<file path="src/rtl/core/kprd_pkg.sv">
// Package for the key press/release detector.
// Holds the request and result structs, tracking state types and register codes.
// No dependencies.
package kprd_pkg;

  localparam int unsigned KEY_W   = 16;
  localparam int unsigned IDX_W   = 5;
  localparam int unsigned HOLD_W  = 8;
  localparam int unsigned POWER_W = 16;
  localparam int unsigned CFG_W   = 16;
  localparam int unsigned CFG_IDX_W = 2;

  localparam logic [CFG_IDX_W-1:0] CFG_PRESCALE  = 2'd0;
  localparam logic [CFG_IDX_W-1:0] CFG_MIN_HOLD  = 2'd1;
  localparam logic [CFG_IDX_W-1:0] CFG_LONG_HOLD = 2'd2;
  localparam logic [CFG_IDX_W-1:0] CFG_POWER_LIM = 2'd3;

  localparam logic [7:0]         PRESCALE_RST  = 8'd2;
  localparam logic [HOLD_W-1:0]  MIN_HOLD_RST  = 8'd1;
  localparam logic [HOLD_W-1:0]  LONG_HOLD_RST = 8'd20;
  localparam logic [POWER_W-1:0] POWER_LIM_RST = 16'd120;
  localparam logic [POWER_W-1:0] POWER_MAX     = 16'hFFFF;
  localparam logic [HOLD_W-1:0]  LONG_FALLBACK = 8'd2;

  localparam logic MODE_TICK  = 1'b0;
  localparam logic MODE_CLEAR = 1'b1;

  localparam logic KIND_RELEASE = 1'b0;
  localparam logic KIND_LONG    = 1'b1;

  typedef struct packed {
    logic             mode;
    logic [KEY_W-1:0] key_bits;
  } kprd_in_t;

  typedef struct packed {
    logic             event_valid;
    logic             event_kind;
    logic [IDX_W-1:0] key_index;
    logic             long_flag;
    logic             power_off;
  } kprd_out_t;

  typedef struct packed {
    logic [IDX_W-1:0]  held_index;
    logic [HOLD_W-1:0] hold_count;
    logic              long_marked;
    logic              invalid_mark;
  } kprd_track_t;

  typedef struct packed {
    logic             valid;
    logic             kind;
    logic [IDX_W-1:0] index;
    logic             long_flag;
  } kprd_event_t;

endpackage

</file>
<file path="src/rtl/core/kprd_track.sv">
// Key tracking update for one processed scan: next held-key state and event.
// Depends on kprd_pkg.
module kprd_track (
  input  kprd_pkg::kprd_track_t            cur,
  input  logic [kprd_pkg::KEY_W-1:0]       bits,
  input  logic [kprd_pkg::HOLD_W-1:0]      min_hold,
  input  logic [kprd_pkg::HOLD_W-1:0]      long_hold,
  output kprd_pkg::kprd_track_t            nxt,
  output kprd_pkg::kprd_event_t            evt
);

  logic [kprd_pkg::KEY_W-1:0]  held_bit;
  logic [kprd_pkg::IDX_W-1:0]  first_idx;
  logic                        multi;
  logic [kprd_pkg::HOLD_W-1:0] hold_inc;

  assign held_bit = kprd_pkg::KEY_W'(1) << (cur.held_index - 5'd1);
  assign multi    = |(bits & (bits - kprd_pkg::KEY_W'(1)));
  assign hold_inc = cur.hold_count + 8'd1;

  // lowest set bit, one-based
  always_comb begin
    first_idx = '0;
    for (int i = kprd_pkg::KEY_W - 1; i >= 0; i--) begin
      if (bits[i]) first_idx = kprd_pkg::IDX_W'(i + 1);
    end
  end

  always_comb begin
    nxt = cur;
    evt = '0;
    if (bits == '0) begin
      if (cur.held_index != '0) begin
        if (cur.hold_count >= min_hold) begin
          evt = '{valid: 1'b1, kind: kprd_pkg::KIND_RELEASE,
                  index: cur.held_index, long_flag: cur.long_marked};
        end
        nxt.held_index = '0;
      end
      nxt.invalid_mark = 1'b0;
    end else begin
      if (cur.held_index != '0) begin
        if ((bits & held_bit) == '0) begin
          if (cur.hold_count >= min_hold) begin
            evt = '{valid: 1'b1, kind: kprd_pkg::KIND_RELEASE,
                    index: cur.held_index, long_flag: cur.long_marked};
          end
          nxt.held_index = '0;
        end else if (!cur.invalid_mark) begin
          if (bits == held_bit) begin
            if (hold_inc == long_hold) begin
              nxt.hold_count  = long_hold - kprd_pkg::LONG_FALLBACK;
              nxt.long_marked = 1'b1;
              evt = '{valid: 1'b1, kind: kprd_pkg::KIND_LONG,
                      index: cur.held_index, long_flag: 1'b1};
            end else begin
              nxt.hold_count = hold_inc;
            end
          end else begin
            nxt.invalid_mark = 1'b1;
          end
        end
      end
      if (!nxt.invalid_mark && nxt.held_index == '0) begin
        if (multi) begin
          nxt.invalid_mark = 1'b1;
        end else begin
          nxt.held_index  = first_idx;
          nxt.long_marked = 1'b0;
          nxt.hold_count  = '0;
        end
      end
    end
  end

endmodule

</file>
<file path="src/rtl/core/key_press_release_detector.sv">
// Key press/release detector top level: prescaler, power-off counter, result register.
// Depends on kprd_pkg and kprd_track.
// The result is registered and is valid in the cycle after the request is accepted.
// Throughput: one request per cycle; the result register takes a new result
// whenever it is empty or being drained in the same cycle.
// Reset (rst_n low, synchronous): registers return to defaults, tracking,
// prescaler and power-off state cleared, result register emptied.
module key_press_release_detector #(
  parameter int unsigned KEY_COUNT = 16
) (
  input  logic                              clk,
  input  logic                              rst_n,
  input  logic                              in_valid,
  output logic                              in_ready,
  input  kprd_pkg::kprd_in_t                in_data,
  output logic                              out_valid,
  input  logic                              out_ready,
  output kprd_pkg::kprd_out_t               out_data,
  input  logic                              cfg_we,
  input  logic [kprd_pkg::CFG_IDX_W-1:0]    cfg_index,
  input  logic [kprd_pkg::CFG_W-1:0]        cfg_wdata
);

  logic [7:0]                   prescale_div_r;
  logic [kprd_pkg::HOLD_W-1:0]  min_hold_r;
  logic [kprd_pkg::HOLD_W-1:0]  long_hold_r;
  logic [kprd_pkg::POWER_W-1:0] power_lim_r;

  logic [7:0]                   prescale_cnt_r, prescale_cnt_nxt;
  kprd_pkg::kprd_track_t        track_r, track_nxt, track_upd;
  kprd_pkg::kprd_event_t        evt_upd, evt;
  logic [kprd_pkg::POWER_W-1:0] power_cnt_r, power_cnt_nxt;
  logic                         power_req_r, power_req_nxt;
  logic                         out_valid_r;
  kprd_pkg::kprd_out_t          out_data_r, out_data_nxt;

  logic [kprd_pkg::KEY_W-1:0]   key_mask;
  logic [kprd_pkg::KEY_W-1:0]   bits;
  logic [8:0]                   prescale_inc;
  logic                         accept;
  logic                         scan_take;

  always_comb begin
    for (int i = 0; i < kprd_pkg::KEY_W; i++) begin
      key_mask[i] = (i < KEY_COUNT);
    end
  end

  assign bits         = in_data.key_bits & key_mask;
  assign in_ready     = !out_valid_r || out_ready;
  assign accept       = in_valid && in_ready;
  assign prescale_inc = {1'b0, prescale_cnt_r} + 9'd1;
  assign scan_take    = (in_data.mode == kprd_pkg::MODE_TICK) &&
                        !(prescale_inc < {1'b0, prescale_div_r});

  kprd_track u_track (
    .cur       (track_r),
    .bits      (bits),
    .min_hold  (min_hold_r),
    .long_hold (long_hold_r),
    .nxt       (track_upd),
    .evt       (evt_upd)
  );

  always_comb begin
    prescale_cnt_nxt = prescale_cnt_r;
    track_nxt        = track_r;
    power_cnt_nxt    = power_cnt_r;
    power_req_nxt    = power_req_r;
    evt              = '0;
    if (in_data.mode == kprd_pkg::MODE_CLEAR) begin
      track_nxt = '0;
    end else if (!scan_take) begin
      prescale_cnt_nxt = prescale_inc[7:0];
    end else begin
      prescale_cnt_nxt = '0;
      track_nxt        = track_upd;
      evt              = evt_upd;
      if (in_data.key_bits[0]) begin
        if (power_cnt_r != kprd_pkg::POWER_MAX) power_cnt_nxt = power_cnt_r + 16'd1;
        if (power_cnt_nxt > power_lim_r) power_req_nxt = 1'b1;
      end else begin
        power_cnt_nxt = '0;
      end
    end
    out_data_nxt = '{event_valid: evt.valid, event_kind: evt.kind,
                     key_index: evt.index, long_flag: evt.long_flag,
                     power_off: power_req_nxt};
  end

  always_ff @(posedge clk) begin
    if (!rst_n) begin
      prescale_div_r <= kprd_pkg::PRESCALE_RST;
      min_hold_r     <= kprd_pkg::MIN_HOLD_RST;
      long_hold_r    <= kprd_pkg::LONG_HOLD_RST;
      power_lim_r    <= kprd_pkg::POWER_LIM_RST;
    end else if (cfg_we) begin
      unique case (cfg_index)
        kprd_pkg::CFG_PRESCALE:  prescale_div_r <= cfg_wdata[7:0];
        kprd_pkg::CFG_MIN_HOLD:  min_hold_r     <= cfg_wdata[7:0];
        kprd_pkg::CFG_LONG_HOLD: long_hold_r    <= cfg_wdata[7:0];
        kprd_pkg::CFG_POWER_LIM: power_lim_r    <= cfg_wdata;
        default: ;
      endcase
    end
  end

  always_ff @(posedge clk) begin
    if (!rst_n) begin
      prescale_cnt_r <= '0;
      track_r        <= '0;
      power_cnt_r    <= '0;
      power_req_r    <= 1'b0;
      out_valid_r    <= 1'b0;
    end else begin
      if (accept) begin
        prescale_cnt_r <= prescale_cnt_nxt;
        track_r        <= track_nxt;
        power_cnt_r    <= power_cnt_nxt;
        power_req_r    <= power_req_nxt;
        out_valid_r    <= 1'b1;
      end else if (out_ready) begin
        out_valid_r    <= 1'b0;
      end
    end
  end

  always_ff @(posedge clk) begin
    if (accept) out_data_r <= out_data_nxt;
  end

  assign out_valid = out_valid_r;
  assign out_data  = out_data_r;

endmodule
</file>
<file path="config.mk">
export PLATFORM = sky130hd
export DESIGN_NAME = key_press_release_detector
export DESIGN_NICKNAME = d
export VERILOG_FILES = /design/src/rtl/core/kprd_pkg.sv /design/src/rtl/core/kprd_track.sv /design/src/rtl/core/key_press_release_detector.sv
export SDC_FILE = /design/constraint.sdc
export NUM_CORES = 1
export LEC_CHECK = 0
export ABC_AREA = 1
export ABC_CLOCK_PERIOD_IN_PS = 3100
export BUFFER_PORTS_ARGS = -buffer_cell sky130_fd_sc_hd__buf_2
export CAP_MARGIN = 20
export CELL_PAD_IN_SITES_DETAIL_PLACEMENT = 0
export CELL_PAD_IN_SITES_GLOBAL_PLACEMENT = 2
export CORE_MARGIN = 2
export CORE_UTILIZATION = 35
export CTS_BUF_LIST = sky130_fd_sc_hd__clkbuf_4 sky130_fd_sc_hd__clkbuf_8
export CTS_CLUSTER_DIAMETER = 50
export DETAILED_ROUTE_END_ITERATION = 8
export PLACE_DENSITY_LB_ADDON = 0.3
export SYNTH_ARGS = -nofsm -noshare
export SYNTH_HDL_FRONTEND = slang
export SYNTH_HIERARCHICAL = 1
export SYNTH_SLANG_ARGS = --single-unit
</file>
<file path="constraint.sdc">
create_clock -name clk -period 3.1 [get_ports clk]
set_clock_uncertainty 0.05 [all_clocks]
set_input_delay 0.31 -clock clk [delete_from_list [all_inputs] [get_ports clk]]
set_output_delay 0.31 -clock clk [all_outputs]
set_load 0.02 [all_outputs]
</file>
After elaboration in Yosys (flattened, before gate mapping):

Index checks and enable logic that the tools add are counted.

* reductions and logical operators: 25
* bitwise logic cells: 4
* shifts and indexed selects: 1
* equality and inequality tests: 8
* magnitude comparators: 3
* multiplexer cells: 54
* $add $sub $neg: 6

Operators by type and width (count)
* 5-bit two-way mux: 19
* 16-bit two-way mux: 5
* 8-bit two-way mux: 10
* 15-bit two-way mux: 5
* 16-bit bitwise AND: 2
* 16-bit logical NOT: 2
* 10-bit two-way mux: 2
* 9-bit two-way mux: 2
* 16-bit by 1-bit adder with 16-bit output (second input constant): 1
* 16-bit equality test: 1
* 16-bit greater-than comparator: 1
* 16-bit inequality test (second input constant): 1
* 16-bit OR reduction: 1
* 1-bit by 5-bit << shifter with 16-bit output (first input constant): 1
* 16-bit by 1-bit subtractor with 16-bit output (second input constant): 1
* 14-bit two-way mux: 1
* 2-bit AND reduction: 6
* 1-bit two-way mux: 10
* 8-bit by 1-bit adder with 9-bit output (second input constant): 1
* 9-bit by 8-bit less-than comparator with 1-bit output: 1
* 3-bit AND reduction: 3
* 8-bit by 1-bit adder with 8-bit output (second input constant): 1
* 8-bit equality test: 1
* 8-bit >= comparator: 1
* other kinds (15): 22

* word-level logic and storage cells: 118
* register bits: 90

Longest topological paths before layout:

* depth after elaboration: 21
* depth in mapped cells: 23
* gate-level depth less buffers: 23

Hierarchy:

The synthesis kept the hierarchy.

Modules (own cells, without submodules)
* key_press_release_detector: cells an instance 624, sequential area each 1891.8 µm², area each 4619.4 µm², times used 1
* kprd_track: cells an instance 379, sequential area each 0.0 µm², area each 2058.2 µm², times used 1

Worst setup path after synthesis:

No wires, ideal clock.

* path kind: flip-flop to flip-flop
* start point: reg track_r[11] (netlist bit)
* end point: reg out_data_r (netlist bit out_data[1]) (data pin)
* cell stages (with the launch flop): 22
* path slack: 0.243 ns
* arrival time: 2.670 ns
* library setup time: 0.138 ns
* clock period less this slack: 2.857 ns
* cell sequence: dfxtp_1 > buf_2 > nor2_1 > nand2_1 > nor2_2 > nand2_4 > nand2_1 > inv_1 > nand2_1 > inv_1 > nand4_1 > inv_1 > ha_1 > nor4_1 > nand4_1 > nor2_1 > nand3_2 > nand2_2 > nand3_4 > nor2_2 > inv_1 > nor2_1

RTL lines
* start: declaration: RTL line key_press_release_detector.sv:30 `kprd_pkg::kprd_track_t track_r, track_nxt, track_upd;`
* start signal: assignment: RTL line key_press_release_detector.sv:118 `track_r <= track_nxt;`
* end signal: assignment: RTL line key_press_release_detector.sv:129 `if (accept) out_data_r <= out_data_nxt;`
* end: declaration: RTL line key_press_release_detector.sv:35 `kprd_pkg::kprd_out_t out_data_r, out_data_nxt;`

Final worst setup path:

* start point: reg power_cnt_r[1] (netlist bit)
* end point: reg out_data_r (netlist bit out_data[0]) (data pin)

* longest elaborated chain between the ends: 10
* elaborated cells between the ends (all ways): 11
* classes of those cells: 1 x add/sub; 1 x order compare; 1 x eq/ne; 8 x mux

Ends and longest elaborated chain
* start: declaration: RTL line key_press_release_detector.sv:32 `logic [kprd_pkg::POWER_W-1:0] power_cnt_r, power_cnt_nxt;`
* start signal: assignment: RTL line key_press_release_detector.sv:119 `power_cnt_r <= power_cnt_nxt;`
* 16-bit by 1-bit adder with 16-bit output or 16-bit inequality test (tied branches): RTL line key_press_release_detector.sv:80 `if (power_cnt_r != kprd_pkg::POWER_MAX) power_cnt_nxt = power_cnt_r + 16'd1;`
* 16-bit two-way mux *: RTL line key_press_release_detector.sv:80
* 16-bit two-way mux *: RTL line key_press_release_detector.sv:79 `if (in_data.key_bits[0]) begin`
* 16-bit two-way mux *: RTL line key_press_release_detector.sv:73 `end else if (!scan_take) begin`
* 16-bit two-way mux *: RTL line key_press_release_detector.sv:71 `if (in_data.mode == kprd_pkg::MODE_CLEAR) begin`
* 16-bit greater-than comparator *: RTL line key_press_release_detector.sv:81 `if (power_cnt_nxt > power_lim_r) power_req_nxt = 1'b1;`
* 1-bit two-way mux *: RTL line key_press_release_detector.sv:81
* 1-bit two-way mux *: RTL line key_press_release_detector.sv:79
* 1-bit two-way mux *: RTL line key_press_release_detector.sv:73
* 1-bit two-way mux *: RTL line key_press_release_detector.sv:71
* via power_req_nxt: RTL line key_press_release_detector.sv:33 `logic power_req_r, power_req_nxt;`

The timed path passes the listed nets; every way through them passes the cells marked *. The select of a mux whose other input is x is not followed.
A chain may end at the register's enable or synchronous reset.

==> results.yml <==
worst_setup_path:
  criticalPathCategory: "reg -> reg"
  cp_common_cell: "nand2_1"
  reg2reg_to: "out_data[0]$_DFFE_PP_"
  cpPeakStageDelay_ns: 0.36
  r2r_cells: 17
  worst-path-buf-inv: 3
  worstPathMaxFanout: 9
  required_ns: 3.17
  cp_cell_sequence: "ha_1, nand2_1, inv_2, nand2_1, nor2_4, nand3_4, buf_4, nand2_1, ha_1, a21oi_1, o21ai_0, a21oi_1, nand2_1, nand2_1, nor2_1, nor2_1, inv_1"
  r2r_start: "power_cnt_r[1]$_SDFFE_PN0P_"
  cp-start-kind: "flop"
  cp_top_family: "simple AND/OR/NAND/NOR gates"
  slowest_stage: "dfxtp_1"
  crit_arrival_ns: 2.93
  end_kind: "flop"
  rrSetupSlack_ns: 0.24
clocking:
  cts_tree: "yes"
  clk_pin_slew_worst_paths_ns: 0.10
  cts_root_buf: "clkbuf_8"
  clk_latency_ns: 0.39
  htree_levels: 3
  holdBufCountCts: 0
  clock-sinks: 90
  ctsLongestPathBuffers: 2
  numCtsBuffers: 9
logic_synthesis:
  synth_nets: 1094
  synth-edff-count: 9
  async_flop_share_pct: 0
  netlist_instances: 1003
  synth-seq-area-share_pct: 28.3
  ys.flop_type: "dfxtp_1"
  synth_warnings: 6
  syn_avg_cell_area_um2: 6.66
  synth.area.top_cells: "dfxtp_1, nand2_1, ha_1"
  synth_cell_types: 46
  syn_area_um2: 6680
  synth_area_leader_cell: "dfxtp_1"
  yosys_register_bits: 90
  synth_top_area_share_pct: 24.3
finish:
  area_growth_pct: 14.5
  diodes: 0
  fin_area_um2: 7650
  ff_latch_area_um2: 1890
  drive_above_1_share_pct: 18.0
  fill_cells: 2042
  layout.nets: 1174
  multi_input_area_um2: 4170
routing:
  routed_wl_um: 18800
  ant_nets: 0
  wl_met1_um: 9770
  via_count: 6287
  wl_met3_um: 444
  route.met2.wl_um: 8460
  drt_iter0_drc: 415
  top_layer_used: "met4"
  via_per_inst: 4.76
  route.detailed.drc: 0
  first_pass_iters: 5
  wl_per_cell_um: 14.3
placed_design:
  io_buffers: 50
  place_congestion: 0.835
  hpwl_um: 14200
  place_ws_ns: 0.0257
  dpl_cell_area_um2: 7350
floorplan:
  die-height_um: 142
  pin_count: 51
  die_area_um2: 20200
  core_um2: 18700
  die_x_um: 142
  start_util_pct: 35.7
  num_rows: 50
timing:
  worst_slack_ns: 0.241
  period_share_pct: 92.2
  relSlewSlack_pct: 35.8
  maxSlewViolCount: 0
  fmax_mhz: 350
  tightest_slew_ns: 0.961
  setup_violations: 0
  hold_violations: 0
  rsz0062_at_grt: "true"
  period_minus_slack_ns: 2.86
min_path:
  min_path_type: "in -> reg"
  min_from: "cfg_wdata[9]"
  min_to: "power_lim_r[9]$_SDFFE_PN0P_"
  holdPathStages: 3
power_and_ir_drop:
  p_per_area_nw_per_um2: 353
  vdd_drop_max_mv: 0.203
  power.leakage_uw: 0.00364
grt:
  antenna_found_initial: 0
  grt_pass1_wl_um: 30400
  grt_pass1_vias: 5897
  grt.overflow.total: 0
  grt_max_degree: 58
  grtUsageTotal_pct: 19.1
status:
  outcome: "finished clean"
job:
  maxCapViolations: 0
## layout by cell type (no fill, tap or decap), types with 10 or more instances in the layout
cell type	n
buf_4	43
buf_2	50
dfxtp_1	80
nor2_2	28
nand4_1	15
clkbuf_8	10
ha_1	51
nand2_1	249
nand2_2	12
inv_1	131
a21oi_1	65
nor2_1	121
o21ai_0	55
nand3_1	57
xor2_1	19
## power by group
part / switching, uW / internal [uW] / leakage [uW]
combinational: 371 / 204 / 0.00279
clock: 460 / 388 / 0.0000948
sequential: 45.1 / 1230 / 0.000753
total: 876 / 1820 / 0.00364
## worst max-delay path by stage
stage | startpoint | to | cells after the start
3_3_place_gp | track_r[11]$_SDFFE_PN0P_ | out_data[2]$_SDFFCE_PP0P_ | 21
5_1_grt | track_r[11]$_SDFFE_PN0P_ | track_r[7]$_SDFFE_PN0P_ | 20
6_report | power_cnt_r[1]$_SDFFE_PN0P_ | out_data[0]$_DFFE_PP_ | 17
4_1_cts | track_r[11]$_SDFFE_PN0P_ | out_data[5]$_SDFFCE_PP0P_ | 21
2_1_floorplan | track_r[11]$_SDFFE_PN0P_ | out_data[1]$_SDFFCE_PP0P_ | 21
3_5_place_dp | track_r[11]$_SDFFE_PN0P_ | out_data[5]$_SDFFCE_PP0P_ | 21
## final cells by class
| type | count | area share (%) |
|---|---|---|
| tap | 234 | 3.83 |
| sequential | 90 | 24.8 |
| inverter | 139 | 6.89 |
| clock inverter | 4 | 0.687 |
| multi-input combinational | 750 | 54.6 |
| clock buffer | 10 | 1.80 |
| timing repair buffer | 93 | 7.49 |
## through the flow
step | utilization (%) | hold slack [ns] | TNS (ns) | instances | total power, uW
finish | 40.9 | 0.146 | 0 | 1320 | 2700
global placement | 39.3 | 0.400 | 0 | 1299 | 1880
floorplan | - | 0.383 | 0 | 1003 | 1690
global route | 40.9 | 0.161 | -0.0645 | 1320 | 2850
CTS | 40.3 | 0.132 | 0 | 1313 | 2730
detailed placement | 39.3 | 0.404 | 0 | 1299 | 1880
## Yosys cell counts (4+ instances only)
| cell | count |
|---|---|
| nand2_2 | 10 |
| clkbuf_1 | 11 |
| inv_2 | 6 |
| nand3_2 | 7 |
| nor4_1 | 7 |
| nand3_4 | 4 |
| o21ai_1 | 4 |
| xor2_1 | 19 |
| xnor2_1 | 4 |
| dfxtp_1 | 81 |
| buf_6 | 6 |
| o21ai_0 | 56 |
| buf_2 | 6 |
| nor3_1 | 9 |
| nand2_1 | 251 |
| nor2_2 | 28 |
| nand4_1 | 15 |
| nor2_1 | 124 |
| nand3_1 | 57 |
| edfxtp_1 | 9 |
| nand2_4 | 6 |
| a21oi_1 | 65 |
| inv_1 | 132 |
| ha_1 | 51 |
## metal layers
layer | up-vias | global-route usage, %
met5 | - | 0
met4 | 0 | 4.05
met3 | 11 | 2.66
met2 | 63 | 30.8
met1 | 2844 | 27.1
li1 | 3369 | -
## worst min-delay path: stages
cell and delay, ns:
buf_2 0.07, o21ai_0 0.07, a21oi_1 0.10
## cell families after synthesis
logic type	after synthesis	share of synthesized area [%]
AOI/OAI and AO/OA	142	11.5
xor gates and xnor gates	24	3.35
adders and majority gates	51	9.56
and+or+nand+nor	532	37.1
DFF	90	28.3
buffers and inverters	164	10.1
## state kept, by name (all words and copies together), names as in the netlist
name            count
out_valid           1
prescale_cnt_r      8
power_req_r         1
long_hold_r         8
power_cnt_r        16
power_lim_r        16
out_data            9
track_r            15
min_hold_r          8
prescale_div_r      8
## what timing repair did
item | CTS | global route
gates resized for setup | 1 | 14
setup endpoints to repair | 4 | 25
setup buffers | 0 | 6
endpoints found under the hold margin | 0 | 0
gates cloned | 0 | 1
pin swaps | 0 | 6
Power figures use the tool's default switching activity.
